`config.mk`:
```
export PLATFORM = sky130hd
export DESIGN_NAME = fixed_block_pool_allocator
export DESIGN_NICKNAME = d
export VERILOG_FILES = /design/src/sv/fap_pkg.sv /design/src/sv/fap_datapath.sv /design/src/sv/fap_ctrl.sv /design/src/sv/fixed_block_pool_allocator.sv
export SDC_FILE = /design/constraint.sdc
export NUM_CORES = 1
export LEC_CHECK = 0
export BUFFER_PORTS_ARGS = -buffer_cell sky130_fd_sc_hd__buf_2
export CORE_MARGIN = 2
export CORE_UTILIZATION = 25
export CTS_CLUSTER_SIZE = 10
export DETAILED_ROUTE_END_ITERATION = 16
export GPL_TIMING_DRIVEN = 0
export MAX_ROUTING_LAYER = met4
export PLACE_DENSITY = 0.43
export SYNTH_ARGS = -nofsm -noshare
export SYNTH_HDL_FRONTEND = slang
export SYNTH_HIERARCHICAL = 1
export SYNTH_SLANG_ARGS = --single-unit
```
`constraint.sdc`:
```
create_clock -name clk -period 9.9 [get_ports clk]
set_clock_uncertainty 0.1 [all_clocks]
set_input_delay 0 -clock clk [delete_from_list [all_inputs] [get_ports clk]]
set_output_delay 0 -clock clk [all_outputs]
set_load 0.01 [all_outputs]
```
`src/sv/fap_pkg.sv`:
```
// shared types, constants and codes of the fixed block pool allocator
package fap_pkg;

    localparam int ADDR_W  = 32;
    localparam int SIZE_W  = 16;
    localparam int COUNT_W = 7;
    localparam int CMD_W   = 2;
    localparam int STAT_W  = 2;
    localparam int CFG_IDX_W = 2;

    localparam int DEFAULT_MAX_BLOCKS = 64;

    // register reset values
    localparam logic [ADDR_W-1:0]  BASE_RST  = 32'd0;
    localparam logic [SIZE_W-1:0]  SIZE_RST  = 16'd16;
    localparam logic [COUNT_W-1:0] COUNT_RST = 7'd64;

    // configuration register indexes
    localparam logic [CFG_IDX_W-1:0] REG_BASE  = 2'd0;
    localparam logic [CFG_IDX_W-1:0] REG_SIZE  = 2'd1;
    localparam logic [CFG_IDX_W-1:0] REG_COUNT = 2'd2;

    // result status codes
    localparam logic [STAT_W-1:0] ST_OK        = 2'd0;
    localparam logic [STAT_W-1:0] ST_FULL      = 2'd1;
    localparam logic [STAT_W-1:0] ST_NOT_BLOCK = 2'd2;

    typedef enum logic [CMD_W-1:0] {
        CMD_CLEAR = 2'd0,
        CMD_ALLOC = 2'd1,
        CMD_FREE  = 2'd2,
        CMD_RANGE = 2'd3
    } cmd_t;

    // controller to datapath
    typedef struct packed {
        logic init;
        logic step;
        logic finish;
    } ctrl_cmd_t;

    // datapath to controller
    typedef struct packed {
        logic walk_done;
    } dp_stat_t;

endpackage

```
`src/sv/fap_datapath.sv`:
```
// used marks, block walk and result registers of the pool allocator
module fap_datapath #(
    parameter int MAX_BLOCKS = fap_pkg::DEFAULT_MAX_BLOCKS
) (
    input  logic                              clk,
    input  logic                              rst_n,
    input  fap_pkg::ctrl_cmd_t                ctl,
    output fap_pkg::dp_stat_t                 stat,
    input  logic [fap_pkg::CMD_W-1:0]         cmd_in,
    input  logic [fap_pkg::ADDR_W-1:0]        addr_in,
    input  logic [fap_pkg::ADDR_W-1:0]        base,
    input  logic [fap_pkg::SIZE_W-1:0]        size,
    input  logic [fap_pkg::COUNT_W-1:0]       count,
    output logic [fap_pkg::STAT_W-1:0]        status_out,
    output logic [fap_pkg::ADDR_W-1:0]        block_address_out,
    output logic                              in_pool_out,
    output logic [fap_pkg::COUNT_W-1:0]       free_count_out
);

    localparam int CW = $clog2(MAX_BLOCKS + 1);
    localparam int IW = (MAX_BLOCKS > 1) ? $clog2(MAX_BLOCKS) : 1;
    localparam int SUM_W = ((CW + fap_pkg::SIZE_W) > fap_pkg::ADDR_W)
                           ? (CW + fap_pkg::SIZE_W) : fap_pkg::ADDR_W;
    localparam int RW = SUM_W + 1;

    logic [MAX_BLOCKS-1:0]          marks_reg, marks_next;
    logic [CW-1:0]                  idx_reg, idx_next;
    logic [CW-1:0]                  n_reg, n_next;
    logic [RW-1:0]                  run_reg, run_next;
    logic                           found_reg, found_next;
    logic [fap_pkg::COUNT_W-1:0]    cnt_reg, cnt_next;
    fap_pkg::cmd_t                  cmd_reg, cmd_next;
    logic [fap_pkg::ADDR_W-1:0]     addr_reg, addr_next;
    logic [fap_pkg::ADDR_W-1:0]     hit_reg, hit_next;

    logic [fap_pkg::STAT_W-1:0]     status_reg, status_next;
    logic [fap_pkg::ADDR_W-1:0]     baddr_reg, baddr_next;
    logic                           inpool_reg, inpool_next;
    logic [fap_pkg::COUNT_W-1:0]    fcount_reg, fcount_next;

    logic                           cur_used;
    logic                           alloc_hit;
    logic                           free_hit;
    logic                           new_used;
    logic [CW-1:0]                  n_calc;

    // effective block count, saturated to the pool size
    assign n_calc = (32'(count) > 32'(MAX_BLOCKS)) ? CW'(MAX_BLOCKS) : CW'(count);

    assign cur_used  = marks_reg[idx_reg[IW-1:0]];
    assign alloc_hit = (cmd_reg == fap_pkg::CMD_ALLOC) && !found_reg && !cur_used;
    assign free_hit  = (cmd_reg == fap_pkg::CMD_FREE) && !found_reg
                       && (run_reg[fap_pkg::ADDR_W-1:0] == addr_reg);
    assign new_used  = alloc_hit ? 1'b1 : (free_hit ? 1'b0 : cur_used);

    assign stat.walk_done = (idx_reg == n_reg);

    always_comb
    begin
        marks_next  = marks_reg;
        idx_next    = idx_reg;
        n_next      = n_reg;
        run_next    = run_reg;
        found_next  = found_reg;
        cnt_next    = cnt_reg;
        cmd_next    = cmd_reg;
        addr_next   = addr_reg;
        hit_next    = hit_reg;
        status_next = status_reg;
        baddr_next  = baddr_reg;
        inpool_next = inpool_reg;
        fcount_next = fcount_reg;

        if (ctl.init)
        begin
            idx_next   = '0;
            n_next     = n_calc;
            run_next   = RW'(base);
            found_next = 1'b0;
            cnt_next   = '0;
            cmd_next   = fap_pkg::cmd_t'(cmd_in);
            addr_next  = addr_in;
            hit_next   = '0;
            if (fap_pkg::cmd_t'(cmd_in) == fap_pkg::CMD_CLEAR)
            begin
                marks_next = '0;
            end
        end
        else if (ctl.step)
        begin
            // one block per cycle: update its mark, then count it
            marks_next[idx_reg[IW-1:0]] = new_used;
            cnt_next = cnt_reg + fap_pkg::COUNT_W'(!new_used);
            idx_next = idx_reg + CW'(1);
            run_next = run_reg + RW'(size);
            if (alloc_hit || free_hit)
            begin
                found_next = 1'b1;
                hit_next   = run_reg[fap_pkg::ADDR_W-1:0];
            end
        end
        else if (ctl.finish)
        begin
            baddr_next  = '0;
            inpool_next = 1'b0;
            fcount_next = cnt_reg;
            case (cmd_reg)
                fap_pkg::CMD_ALLOC:
                begin
                    status_next = found_reg ? fap_pkg::ST_OK : fap_pkg::ST_FULL;
                    baddr_next  = found_reg ? hit_reg : '0;
                end
                fap_pkg::CMD_FREE:
                begin
                    status_next = found_reg ? fap_pkg::ST_OK : fap_pkg::ST_NOT_BLOCK;
                end
                fap_pkg::CMD_RANGE:
                begin
                    // run_reg now holds the unwrapped end of the pool
                    status_next = fap_pkg::ST_OK;
                    inpool_next = (addr_reg >= base) && (RW'(addr_reg) < run_reg);
                end
                default:
                begin
                    status_next = fap_pkg::ST_OK;
                end
            endcase
        end
    end

    always_ff @(posedge clk or negedge rst_n)
    begin
        if (!rst_n)
        begin
            marks_reg <= '0;
        end
        else
        begin
            marks_reg <= marks_next;
        end
    end

    always_ff @(posedge clk)
    begin
        idx_reg    <= idx_next;
        n_reg      <= n_next;
        run_reg    <= run_next;
        found_reg  <= found_next;
        cnt_reg    <= cnt_next;
        cmd_reg    <= cmd_next;
        addr_reg   <= addr_next;
        hit_reg    <= hit_next;
        status_reg <= status_next;
        baddr_reg  <= baddr_next;
        inpool_reg <= inpool_next;
        fcount_reg <= fcount_next;
    end

    assign status_out        = status_reg;
    assign block_address_out = baddr_reg;
    assign in_pool_out       = inpool_reg;
    assign free_count_out    = fcount_reg;

endmodule

```
`src/sv/fap_ctrl.sv`:
```
// controller state machine of the pool allocator
module fap_ctrl (
    input  logic                 clk,
    input  logic                 rst_n,
    input  logic                 start,
    output logic                 busy,
    output logic                 done,
    output fap_pkg::ctrl_cmd_t   ctl,
    input  fap_pkg::dp_stat_t    stat
);

    typedef enum logic [1:0] {
        S_IDLE,
        S_WALK,
        S_RESP
    } state_t;

    state_t state_reg;
    logic   busy_reg;
    logic   done_reg;

    assign ctl.init   = (state_reg == S_IDLE) && start;
    assign ctl.step   = (state_reg == S_WALK) && !stat.walk_done;
    assign ctl.finish = (state_reg == S_WALK) && stat.walk_done;

    always_ff @(posedge clk or negedge rst_n)
    begin
        if (!rst_n)
        begin
            state_reg <= S_IDLE;
            busy_reg  <= 1'b0;
            done_reg  <= 1'b0;
        end
        else
        begin
            done_reg <= 1'b0;
            case (state_reg)
                S_IDLE:
                begin
                    if (start)
                    begin
                        state_reg <= S_WALK;
                        busy_reg  <= 1'b1;
                    end
                end
                S_WALK:
                begin
                    if (stat.walk_done)
                    begin
                        state_reg <= S_RESP;
                        done_reg  <= 1'b1;
                    end
                end
                S_RESP:
                begin
                    state_reg <= S_IDLE;
                    busy_reg  <= 1'b0;
                end
                default:
                begin
                    state_reg <= S_IDLE;
                    busy_reg  <= 1'b0;
                end
            endcase
        end
    end

    assign busy = busy_reg;
    assign done = done_reg;

endmodule

```
`src/sv/fixed_block_pool_allocator.sv`:
```
// top level of the fixed block pool allocator: config registers, controller, datapath
//
// usage
// - command channel: a beat (cmd, addr) is taken at a rising edge with start high
//   and busy low; busy stays high until the result has been shown
// - result channel: done is high for exactly one cycle while status,
//   block_address, in_pool and free_count are valid; the receiver cannot stall,
//   so the result must be taken in that cycle
// - config channel: cfg_valid/cfg_ready with cfg_index and cfg_data; cfg_ready
//   is always high; index 0 base address, 1 block size, 2 block count, 3 is
//   ignored; write only while busy is low
// - timing: every command walks the effective block count n (min of block_count
//   and MAX_BLOCKS) one block per cycle through one address adder and one
//   compare; done rises once the walk is over, and busy drops in the cycle
//   after done
// - reset: every block free, base 0, block size 16, block count 64; no clearing
//   pass is needed, the used marks are flip-flops
module fixed_block_pool_allocator #(
    parameter int MAX_BLOCKS = fap_pkg::DEFAULT_MAX_BLOCKS
) (
    input  logic                              clk,
    input  logic                              rst_n,
    // command channel
    input  logic                              start,
    output logic                              busy,
    input  logic [fap_pkg::CMD_W-1:0]         cmd,
    input  logic [fap_pkg::ADDR_W-1:0]        addr,
    // result channel
    output logic                              done,
    output logic [fap_pkg::STAT_W-1:0]        status,
    output logic [fap_pkg::ADDR_W-1:0]        block_address,
    output logic                              in_pool,
    output logic [fap_pkg::COUNT_W-1:0]       free_count,
    // config channel
    input  logic                              cfg_valid,
    output logic                              cfg_ready,
    input  logic [fap_pkg::CFG_IDX_W-1:0]     cfg_index,
    input  logic [fap_pkg::ADDR_W-1:0]        cfg_data
);

    logic [fap_pkg::ADDR_W-1:0]   base_reg;
    logic [fap_pkg::SIZE_W-1:0]   size_reg;
    logic [fap_pkg::COUNT_W-1:0]  count_reg;

    fap_pkg::ctrl_cmd_t           ctl;
    fap_pkg::dp_stat_t            stat;

    // config writes are accepted at any time
    assign cfg_ready = 1'b1;

    always_ff @(posedge clk or negedge rst_n)
    begin
        if (!rst_n)
        begin
            base_reg  <= fap_pkg::BASE_RST;
            size_reg  <= fap_pkg::SIZE_RST;
            count_reg <= fap_pkg::COUNT_RST;
        end
        else if (cfg_valid && cfg_ready)
        begin
            case (cfg_index)
                fap_pkg::REG_BASE:  base_reg  <= cfg_data;
                fap_pkg::REG_SIZE:  size_reg  <= cfg_data[fap_pkg::SIZE_W-1:0];
                fap_pkg::REG_COUNT: count_reg <= cfg_data[fap_pkg::COUNT_W-1:0];
                default:
                begin
                    // unmapped index, write dropped
                end
            endcase
        end
    end

    // sequencing: idle, walk over the blocks, one cycle of result
    fap_ctrl u_ctrl (
        .clk   (clk),
        .rst_n (rst_n),
        .start (start),
        .busy  (busy),
        .done  (done),
        .ctl   (ctl),
        .stat  (stat)
    );

    // used marks, running block address, free counter and result registers
    fap_datapath #(
        .MAX_BLOCKS (MAX_BLOCKS)
    ) u_datapath (
        .clk               (clk),
        .rst_n             (rst_n),
        .ctl               (ctl),
        .stat              (stat),
        .cmd_in            (cmd),
        .addr_in           (addr),
        .base              (base_reg),
        .size              (size_reg),
        .count             (count_reg),
        .status_out        (status),
        .block_address_out (block_address),
        .in_pool_out       (in_pool),
        .free_count_out    (free_count)
    );

    // a result only shows up while a command is in flight
    a_done_busy: assert property (@(posedge clk) disable iff (!rst_n)
        done |-> busy)
        else $error("result strobe outside a command");

    // an accepted command holds busy in the following cycle
    a_accept_busy: assert property (@(posedge clk) disable iff (!rst_n)
        (start && !busy) |=> busy)
        else $error("busy not raised after accept");

    // free count never exceeds the configured block count
    a_count_bound: assert property (@(posedge clk) disable iff (!rst_n)
        done |-> (free_count <= count_reg))
        else $error("free count above block count");

    // a full pool has no free block left
    a_full_empty: assert property (@(posedge clk) disable iff (!rst_n)
        (done && (status == fap_pkg::ST_FULL)) |-> (free_count == '0))
        else $error("pool full reported with free blocks");

    // the result strobe lasts one cycle
    a_done_pulse: assert property (@(posedge clk) disable iff (!rst_n)
        done |=> !done)
        else $error("result strobe longer than one cycle");

endmodule
```
==> results of run 1 <==
-- repair_timing --
| action | 4_1_cts | 5_1_grt |
|---|---|---|
| hold buffers | 73 | 0 |
| hold endpoints to repair | 226 | 0 |
| endpoints found under the setup margin | 0 | 0 |
-- per-stage QoR --
step                      power (W)  cells  hold WS, ps  instance area [um2]   util
after floorplan             0.00332   1337         -396                14600      -
after global placement      0.00395   2217         76.3                16100  0.280
after detailed placement    0.00398   2220        -59.8                16200  0.281
after CTS                   0.00529   2357         6.71                18100  0.313
after global routing        0.00562   2357         14.9                18100  0.313
final                       0.00524   2357         21.1                18100  0.313
-- placed cells by master (no fill, tap or decap), types with 7 or more instances in the layout --
cell type and n:
a21o_1 27, a21oi_1 159, a31oi_1 12, and3_1 34, buf_1 7, buf_2 118, buf_4 12, buf_6 13
clkbuf_1 45, clkbuf_16 37, clkbuf_8 7, dfrtp_1 121, dfxtp_1 48, dlygate4sd3_1 74, edfxtp_1 115, ha_1 86
inv_1 76, mux2_1 9, mux2_2 63, mux2i_1 30, nand2_1 74, nand3_1 29, nand4_1 29, nor2_1 119
nor2b_1 24, nor3_1 13, o21a_1 7, o21ai_0 46, or3_1 13, xnor2_1 13, xor2_1 13
-- worst max-delay path, delay by kind of cell (launching register included) --
kind	cells	cell delay (ps)
buf+inv	6	1340
flops	1	560
simple gates	5	2120
xor+xnor	1	130
-- area by class of cell --
class,instances,area share
sequential,286,0.415
multi-input combinational,909,0.355
timing repair buffer,191,0.0774
clock buffer,62,0.0598
tap,765,0.0530
buffer,66,0.0239
inverter,76,0.0158
clock inverter,2,0.000485
-- where the power goes --
part           internal [W]  switching (W)
clock network      0.000736       0.000510
logic              0.000873        0.00124
registers           0.00163       0.000245
-- kinds of logic (layout without fill, tap and decap cells) --
logic type	Yosys count	count (layout)
compound gates	306	306
fa+ha+maj	87	87
buf+inv	142	397
simple gates	378	378
xor+xnor	26	26
other cells	1	1
mux	111	111
flops	286	286
-- layer usage --
metal	GRT usage	wire length, um	up-vias
met5	-	0	-
met4	0.0480	1060	0
met3	0.0215	1560	76
met2	0.250	21200	236
met1	0.201	21200	5431
li1	-	-	5310
-- worst paths after layout --
kind	startpoint	end
min reg2reg	u_datapath/cnt_reg[6]	u_datapath/free_count_out[6]
min	cfg_valid	size_reg[15]
max	u_datapath/idx_reg[0]	u_datapath/block_address_out[28]
max in group asynchronous	rst_n	size_reg[4]
max reg2reg	u_datapath/idx_reg[0]	u_datapath/block_address_out[28]
min in group asynchronous	rst_n	u_datapath/marks_reg[8]
==> metrics.md, run 1 <==
| Metric | Value |
|---|---|
| Crit path top cell by count | `buf_6` |
| Area Growth Syn to Fin | `23.7%` |
| Storage element area | `0.00749 mm2` |
| Cells after Synth | `1337` |
| Die area | `0.0604 mm2` |
| Synth area leader | `edfxtp_1` |
| Adder-cell area share of the yosys netlist | `0.0750` |
| Max Transition Viols Final | `0` |
| Post-synth net total | `1496` |
| Critical Path End Type | `flip-flop` |
| CTS tree | `built` |
| Clk buf depth | `3` |
| Die Wd | `246 um` |
| Seq/Total Area, Yosys | `0.513` |
| HP Class | `in2reg` |
| Clock insertion delay at the later pin of the skew report | `550 ps` |
| Synth Area in XOR/XNOR | `0.0156` |
| Vias in the first global route | `11418` |
| Initial Util | `0.253` |
| Total core area | `0.0577 mm2` |
| Final wirelength | `45000 um` |
| Worst-margin pin slew | `1030 ps` |
| Max reg flops | `64` |
| Crit start category | `flip-flop` |
| Combinational family with the most area after synthesis | `simple AND/OR/NAND/NOR gates` |
| Final min period | `4660 ps` |
| DRC errors left | `0` |
| Starting DRT DRC Count | `744` |
| Final WS setup | `5240 ps` |
| First-pass GRT wire length | `69000 um` |
| Flops & latches, synth | `286` |
| Vias per cell | `4.69` |
| CTS Buf Count | `36` |
| Synth top area share | `0.236` |
| Max FO, Critical Path | `33` |
| Filler cells | `5969` |
| Gpl congestion | `0.858` |
| Final hold viol count | `0` |
| Syn_area_per_cell | `10.9 um2` |
| RSZ-0062 raised after global routing | `no` |
| Fin crit share | `0.470` |
| Gates resized, CTS repair | `0` |
| Post-DR wirelength/cell | `19.1 um` |
| Cell with the most instances after synthesis | `a21oi_1` |
| Gr usage total | `0.155` |
| Peak VDD IR | `0.137 mV` |
| Power per standard cell area | `290 mW/mm2` |
| CTS Root Buffer Type | `clkbuf_16` |
| Unique masters post-synth | `83` |
| Sink Count | `286` |
| Buffers added on ports | `115` |
| H-tree Lvls | `2` |
| Worst reg2reg setup slack | `5240 ps` |
| # diodes | `0` |
| Vias | `11053` |
| Max Freq | `215 MHz` |
| Cells along the critical path | `buf_6 -> buf_6 -> buf_6 -> xnor2_1 -> nand4_1 -> nor4_1 -> nor3b_1 -> buf_6 -> clkbuf_1 -> or2_2 -> nor2_4 -> buf_12` |
| Critical Path AT | `4780 ps` |
| Most frequent cells after synthesis | `a21oi_1 (159), dfrtp_1 (121), nor2_1 (121), edfxtp_1 (115), ha_1 (86)` |
| Mux contribution to synthesized area | `0.0914` |
| Initial antenna violation count | `0` |
| Simple-Gate Fraction of Synth Area | `0.129` |
| Final Setup Violations | `0` |
| Total grt overflow | `0` |
| Setup TNS | `0 ps` |
| Max_cap viols | `0` |
| Lkg Pwr | `7.73 nW` |
| Setup WS pre-CTS | `5190 ps` |
| Site row count | `88` |
| Multi-input gate area | `0.00641 mm2` |
| Clk pin slew, worst setup/hold paths | `60 ps` |
| Setup repair bufs after CTS | `0` |
| Number of flops mapped to enable cells by yosys | `115` |
| Main synth FF type | `dfrtp_1` |
| Top cells by area, synth | `edfxtp_1 (24%), dfrtp_1 (21%), ha_1 (7.4%)` |
| Fraction of layout cells with a size suffix above 1 | `0.179` |
| Mapped cell area | `0.0146 mm2` |
| Dpl hpwl | `32200 um` |
| Fraction of registers with async set/reset | `0.430` |
| Number of I/O pins | `117` |
| DRT Pass-1 Iters | `5` |
| # nets final | `1725` |
| Compound-Gate Fraction of Synth Area | `0.127` |
| Final antenna-violating net count | `0` |
| Synth warn | `6` |
| Critical Path RT | `10020 ps` |
| Die height | `246 um` |
| Crit Path Category | `reg2reg` |
| CP max stage delay | `730 ps` |
| Cells on worst reg2reg path | `12` |
| Largest net degree at the start of global routing | `67` |
| Hold Path Stages | `3` |
| Slowest cell on crit path | `or2_2` |
| Status | `finished, final reports clean` |
| Worst rel slew slack | `0.310` |
Note: power is estimated with default switching activity, not from simulation.
==> run 2, diff against run 1 <==
--- a/config.mk
+++ b/config.mk
@@ -12,7 +12,7 @@
 export DETAILED_ROUTE_END_ITERATION = 16
 export GPL_TIMING_DRIVEN = 0
 export MAX_ROUTING_LAYER = met4
-export PLACE_DENSITY = 0.43
+export PLACE_DENSITY = 0.44
 export SYNTH_ARGS = -nofsm -noshare
 export SYNTH_HDL_FRONTEND = slang
 export SYNTH_HIERARCHICAL = 1
==> constraint.sdc (replaced) <==
create_clock -name clk -period 3.81 [get_ports clk]
set_clock_uncertainty 0.1 [all_clocks]
set_input_delay 0 -clock clk [delete_from_list [all_inputs] [get_ports clk]]
set_output_delay 0 -clock clk [all_outputs]
set_load 0.01 [all_outputs]
==> run 2 against run 1 <==
Die area did not move. Final area rose by 0.61%. Highest routed layer unchanged. Sequential cell count is the same. Utilization grew 0.19 points. Sequential power increased to 2.6 times the previous value. Wire length rose by 0.12%.
==> metrics.md, run 2 (synthesis gave the netlist of run 1 again) <==
| Metric | Value |
|---|---|
| Final min period | `3600 ps` |
| Crit path capture | `u_datapath/cnt_reg[6]` |
| CTS tree | `built` |
| Fraction of layout cells with a size suffix above 1 | `0.185` |
| Commonest cells after routing, fill and taps aside | `a21oi_1 (158), dfrtp_1 (121), nor2_1 (119), buf_2 (118), edfxtp_1 (115)` |
| Die area | `0.0604 mm2` |
| Clk pin slew, worst setup/hold paths | `60 ps` |
| Status | `finished, final reports clean` |
| Met1 GRT Util | `0.203` |
| Post-placement cell count | `2221` |
| Worst-margin pin slew | `996 ps` |
| Area Growth Syn to Fin | `24.4%` |
| Die Wd | `246 um` |
| Critical Path AT | `3960 ps` |
| Largest net degree at the start of global routing | `75` |
| Gpl congestion | `0.848` |
| Number of I/O pins | `117` |
| HP Class | `in2reg` |
| CTS Root Buffer Type | `clkbuf_16` |
| Max Freq | `278 MHz` |
| Sink Count | `286` |
| Gr usage total | `0.155` |
| Overall power | `0.0137 W` |
| H-tree Lvls | `2` |
| Filler cells | `5999` |
| Total grt overflow | `0` |
| Critical Path End Type | `flip-flop` |
| Peak VDD IR | `0.313 mV` |
| Site row count | `88` |
| Vias per cell | `4.71` |
| Dpl hpwl | `32300 um` |
| Multi-input gate area | `0.00646 mm2` |
| Crit. Startpoint | `u_datapath/idx_reg[2]` |
| Final hold viol count | `0` |
| Util after Layout | `0.315` |
| Critical Path RT | `4160 ps` |
| Lkg Pwr | `7.78 nW` |
| Crit Path Category | `reg2reg` |
| Starting DRT DRC Count | `613` |
| Power per standard cell area | `753 mW/mm2` |
| Max Transition Viols Final | `0` |
| Storage element area | `0.00750 mm2` |
| Vias in the first global route | `11447` |
| # diodes | `0` |
| Final antenna-violating net count | `0` |
| Reg2reg end | `u_datapath/cnt_reg[6]` |
| Final Setup Violations | `0` |
| Met3 GRT Util | `0.0214` |
| CTS Buf Count | `36` |
| Final wirelength | `45100 um` |
| Initial antenna violation count | `0` |
| Total core area | `0.0577 mm2` |
| DRC errors left | `0` |
| Post-DR wirelength/cell | `19.1 um` |
| Max_cap viols | `0` |
| DRT Pass-1 Iters | `5` |
| Commonest non-fill, non-tap cell in the layout | `a21oi_1` |
| Initial Util | `0.253` |
| Max FO, Critical Path | `10` |
| M2 GR Usage | `0.251` |
| Global routing's busiest layer | `met2` |
| Fin crit share | `0.946` |
| Cells on worst reg2reg path | `15` |
| RSZ-0062 raised after global routing | `yes` |
| Worst r2r src | `u_datapath/idx_reg[2]` |
| Worst rel slew slack | `0.332` |
| Clk buf depth | `3` |
| Die height | `246 um` |
| Max reg flops | `64` |
| Clock insertion delay at the later pin of the skew report | `550 ps` |
| # nets final | `1730` |
| Non-filler cells, final | `2362` |
| Crit start category | `flip-flop` |
| Buffers added on ports | `115` |
| First-pass GRT wire length | `69000 um` |
| Vias | `11115` |
| Worst reg2reg setup slack | `210 ps` |
run 2: cell count changes in the layout (fill, tap and decap cells not counted), moves of 2 or more:
cell      change
buf_4         +2
buf_16        +2
nor4_2        +2
clkbuf_8      -2
nor4_1        -3
run 2: cell type report:
type | count | share of cell area
buffer | 66 | 0.0238
timing repair buffer | 195 | 0.0802
tap | 765 | 0.0527
sequential | 286 | 0.412
inverter | 76 | 0.0157
clock inverter | 1 | 0.000275
clock buffer | 63 | 0.0597
multi-input combinational | 910 | 0.355
run 2: worst min-delay path by stage:
stage	startpoint	end	slack (ps)	cells after the start
2_1_floorplan	rst_n	base_reg[0]	-400	0
3_3_place_gp	addr[9]	u_datapath/addr_reg[9]	80	1
4_1_cts	addr[20]	u_datapath/addr_reg[20]	30	2
6_report	addr[20]	u_datapath/addr_reg[20]	50	2
3_5_place_dp	rst_n	u_datapath/marks_reg[8]	-110	1
5_1_grt	addr[20]	u_datapath/addr_reg[20]	40	2
run 2: report_power, final:
part	switching (W)	total [W]	internal, W
clock network	0.00132	0.00324	0.00192
registers	0.000637	0.00487	0.00424
logic	0.00328	0.00558	0.00230
run 2: critical path: stages (launching register included):
cell      delay [ps]
dfxtp_1          310
buf_4            180
clkbuf_8         210
buf_4            210
nor3_1            70
o21ai_0          160
a31oi_1          190
nor4_2           380
nand3_1          160
mux2i_1          210
buf_2            250
ha_1             210
ha_1             170
nand4_1          160
or3_1            380
a21oi_1          140
run 2: repair_timing:
item | in CTS | in global routing
pin swaps | 1 | 1
endpoints found under the hold margin | 225 | 0
hold buffers | 74 | 0
gates cloned | 1 | 0
gates resized for setup | 3 | 8
buffers inserted | 1 | 1
endpoints found under the setup margin | 77 | 65
run 2: routing by layer:
layer	part of all wire	routed length, um
met1	0.46	20900
met2	0.47	21400
met3	0.043	1960
met4	0.019	843
met5	0	0
run 2: through the flow:
| step | setup TNS, ps | area [um2] | hold slack [ps] | worst slack [ps] |
|---|---|---|---|---|
| finish | 0 | 18200 | 52.8 | 207 |
| global route | -121 | 18200 | 44.2 | -106 |
| CTS | 0 | 18100 | 26.1 | 16.2 |
| detailed placement | -39600 | 16300 | -112 | -817 |
| global placement | -246350 | 16100 | 77.2 | -2080 |
| floorplan | 0 | 14600 | -396 | 176 |
==> run 3, diff against run 2 <==
--- a/config.mk
+++ b/config.mk
@@ -6,7 +6,7 @@
 export NUM_CORES = 1
 export LEC_CHECK = 0
 export BUFFER_PORTS_ARGS = -buffer_cell sky130_fd_sc_hd__buf_2
-export CORE_MARGIN = 2
+export CORE_MARGIN = 10
 export CORE_UTILIZATION = 25
 export CTS_CLUSTER_SIZE = 10
 export DETAILED_ROUTE_END_ITERATION = 16
==> run 3 against run 2 <==
Clock-buffer cell count fell by 1. Non-clock buffer count is 3 higher. First-iteration DRC count rose by 4.2%. Combinational power barely moved. Largest cell class unchanged.
==> metrics.md, run 3 (synthesis gave the netlist of run 1 again) <==
| Metric | Value |
|---|---|
| Final min period | `3590 ps` |
| Largest net degree at the start of global routing | `60` |
| Lkg Pwr | `7.81 nW` |
| Die area | `0.0685 mm2` |
| First-pass GRT wire length | `70400 um` |
| Power per standard cell area | `749 mW/mm2` |
| # nets final | `1736` |
| Sink Count | `286` |
| Total core area | `0.0578 mm2` |
| Peak VDD IR | `0.287 mV` |
| Critical Path End Type | `flip-flop` |
| CTS Buf Count | `36` |
| Die Wd | `262 um` |
| CTS Root Buffer Type | `clkbuf_16` |
| Worst-margin pin slew | `1070 ps` |
| Cells along the critical path | `ha_1 -> a21o_1 -> a311o_1 -> a2111oi_0 -> o221ai_1 -> a21oi_2 -> buf_2 -> or3_1 -> a31oi_1` |
| Final hold viol count | `0` |
| Die height | `262 um` |
| Max Transition Viols Final | `0` |
| DRT Pass-1 Iters | `5` |
| RSZ-0062 raised after global routing | `yes` |
| Clock insertion delay at the later pin of the skew report | `560 ps` |
| Buffers added on ports | `115` |
| Dpl hpwl | `32900 um` |
| Vias | `11158` |
| Max FO, Critical Path | `10` |
| Util after Layout | `0.316` |
| Overall power | `0.0137 W` |
| Critical Path RT | `3960 ps` |
| Clk pin slew, worst setup/hold paths | `50 ps` |
| Multi-input gate area | `0.00648 mm2` |
| Worst reg2reg setup slack | `220 ps` |
| Commonest cells after routing, fill and taps aside | `a21oi_1 (158), dfrtp_1 (121), nor2_1 (119), buf_2 (118), edfxtp_1 (115)` |
| Site row count | `88` |
| DRC errors left | `0` |
| Post-placement cell count | `2220` |
| Initial antenna violation count | `0` |
| CP max stage delay | `540 ps` |
| Commonest non-fill, non-tap cell in the layout | `a21oi_1` |
| Final wirelength | `46100 um` |
| HP Class | `in2reg` |
| Filler cells | `5952` |
| CTS tree | `built` |
| Final Setup Violations | `0` |
| Max_cap viols | `0` |
| Crit-path leading delay family | `compound AO/OA/AOI/OAI gates` |
| Starting DRT DRC Count | `639` |
| Status | `finished, final reports clean` |
| Gr usage total | `0.138` |
| CP Buf/Inv Count | `1` |
| Storage element area | `0.00749 mm2` |
| Initial Util | `0.253` |
| Clk buf depth | `3` |
| Vias per cell | `4.71` |
| Post-DR wirelength/cell | `19.4 um` |
| Area Growth Syn to Fin | `24.9%` |
| Fraction of layout cells with a size suffix above 1 | `0.187` |
| # diodes | `0` |
| Crit start category | `flip-flop` |
| Fin crit share | `0.941` |
| Max reg flops | `64` |
| Final antenna-violating net count | `0` |
| Max Freq | `279 MHz` |
| Number of I/O pins | `117` |
| Critical Path AT | `3740 ps` |
| Total grt overflow | `0` |
| Gpl congestion | `0.813` |
| Non-filler cells, final | `2370` |
| Slowest cell on crit path | `a2111oi_0` |
| Worst rel slew slack | `0.279` |
| Crit Path Category | `reg2reg` |
| Vias in the first global route | `11583` |
| H-tree Lvls | `2` |
run 3: what timing repair did:
action / in CTS / in global routing
endpoints found under the setup margin: 77 / 25
hold buffers: 76 / 0
buffers inserted: 1 / 3
resized for setup: 7 / 3
cloned: 4 / 0
pin swaps: 3 / 3
hold endpoints to repair: 236 / 0
run 3: final timing paths:
| path | from | end | cells after the start |
|---|---|---|---|
| max reg2reg | u_datapath/run_reg[7] | u_datapath/run_reg[20] | 9 |
| max in group asynchronous | rst_n | base_reg[15] | 4 |
| max | u_datapath/run_reg[7] | u_datapath/run_reg[20] | 9 |
| min reg2reg | u_datapath/cnt_reg[6] | u_datapath/free_count_out[6] | 0 |
| min in group asynchronous | rst_n | u_datapath/marks_reg[15] | 3 |
| min | addr[6] | u_datapath/addr_reg[6] | 2 |
run 3: cell type report:
class | instances | share of cell area
Sequential cell | 286 | 0.411
Multi-Input combinational cell | 913 | 0.355
Timing Repair Buffer | 198 | 0.0817
Clock buffer | 62 | 0.0592
Tap cell | 765 | 0.0524
Buffer | 66 | 0.0237
Inverter | 76 | 0.0156
Clock inverter | 4 | 0.00144
run 3: power breakdown:
part / total, W / switching (W) / internal (W) / leakage [nW]
Sequential: 0.00487 / 0.000637 / 0.00424 / 2.99
Clock: 0.00324 / 0.00132 / 0.00192 / 0.536
Combinational: 0.00555 / 0.00325 / 0.00230 / 4.28
Total: 0.0137 / 0.00521 / 0.00846 / 7.81
run 3: metrics by stage:
stage                     worst slack (ps)  TNS (ps)  hold WS (ps)  area (um2)
final                                  223         0          55.4       18300
after detailed placement             -1190    -56230         -25.9       16200
after global placement               -2150   -254750          78.4       16100
after floorplan                        176         0          -396       14600
after global routing                 -93.6     -93.6          45.5       18300
after CTS                             50.3         0          25.6       18200
run 3: per-layer routing:
| metal | GRT usage | part of all wire |
|---|---|---|
| met5 | - | 0 |
| met4 | 0.0409 | 0.023 |
| met3 | 0.0213 | 0.039 |
| met2 | 0.221 | 0.47 |
| met1 | 0.178 | 0.46 |
run 3: worst register-to-register path: stages, from the launching register on:
cell and delay (ps):
edfxtp_1 460, ha_1 400, a21o_1 190, a311o_1 340, a2111oi_0 540, o221ai_1 340, a21oi_2 380, buf_2 310
or3_1 150, a31oi_1 90
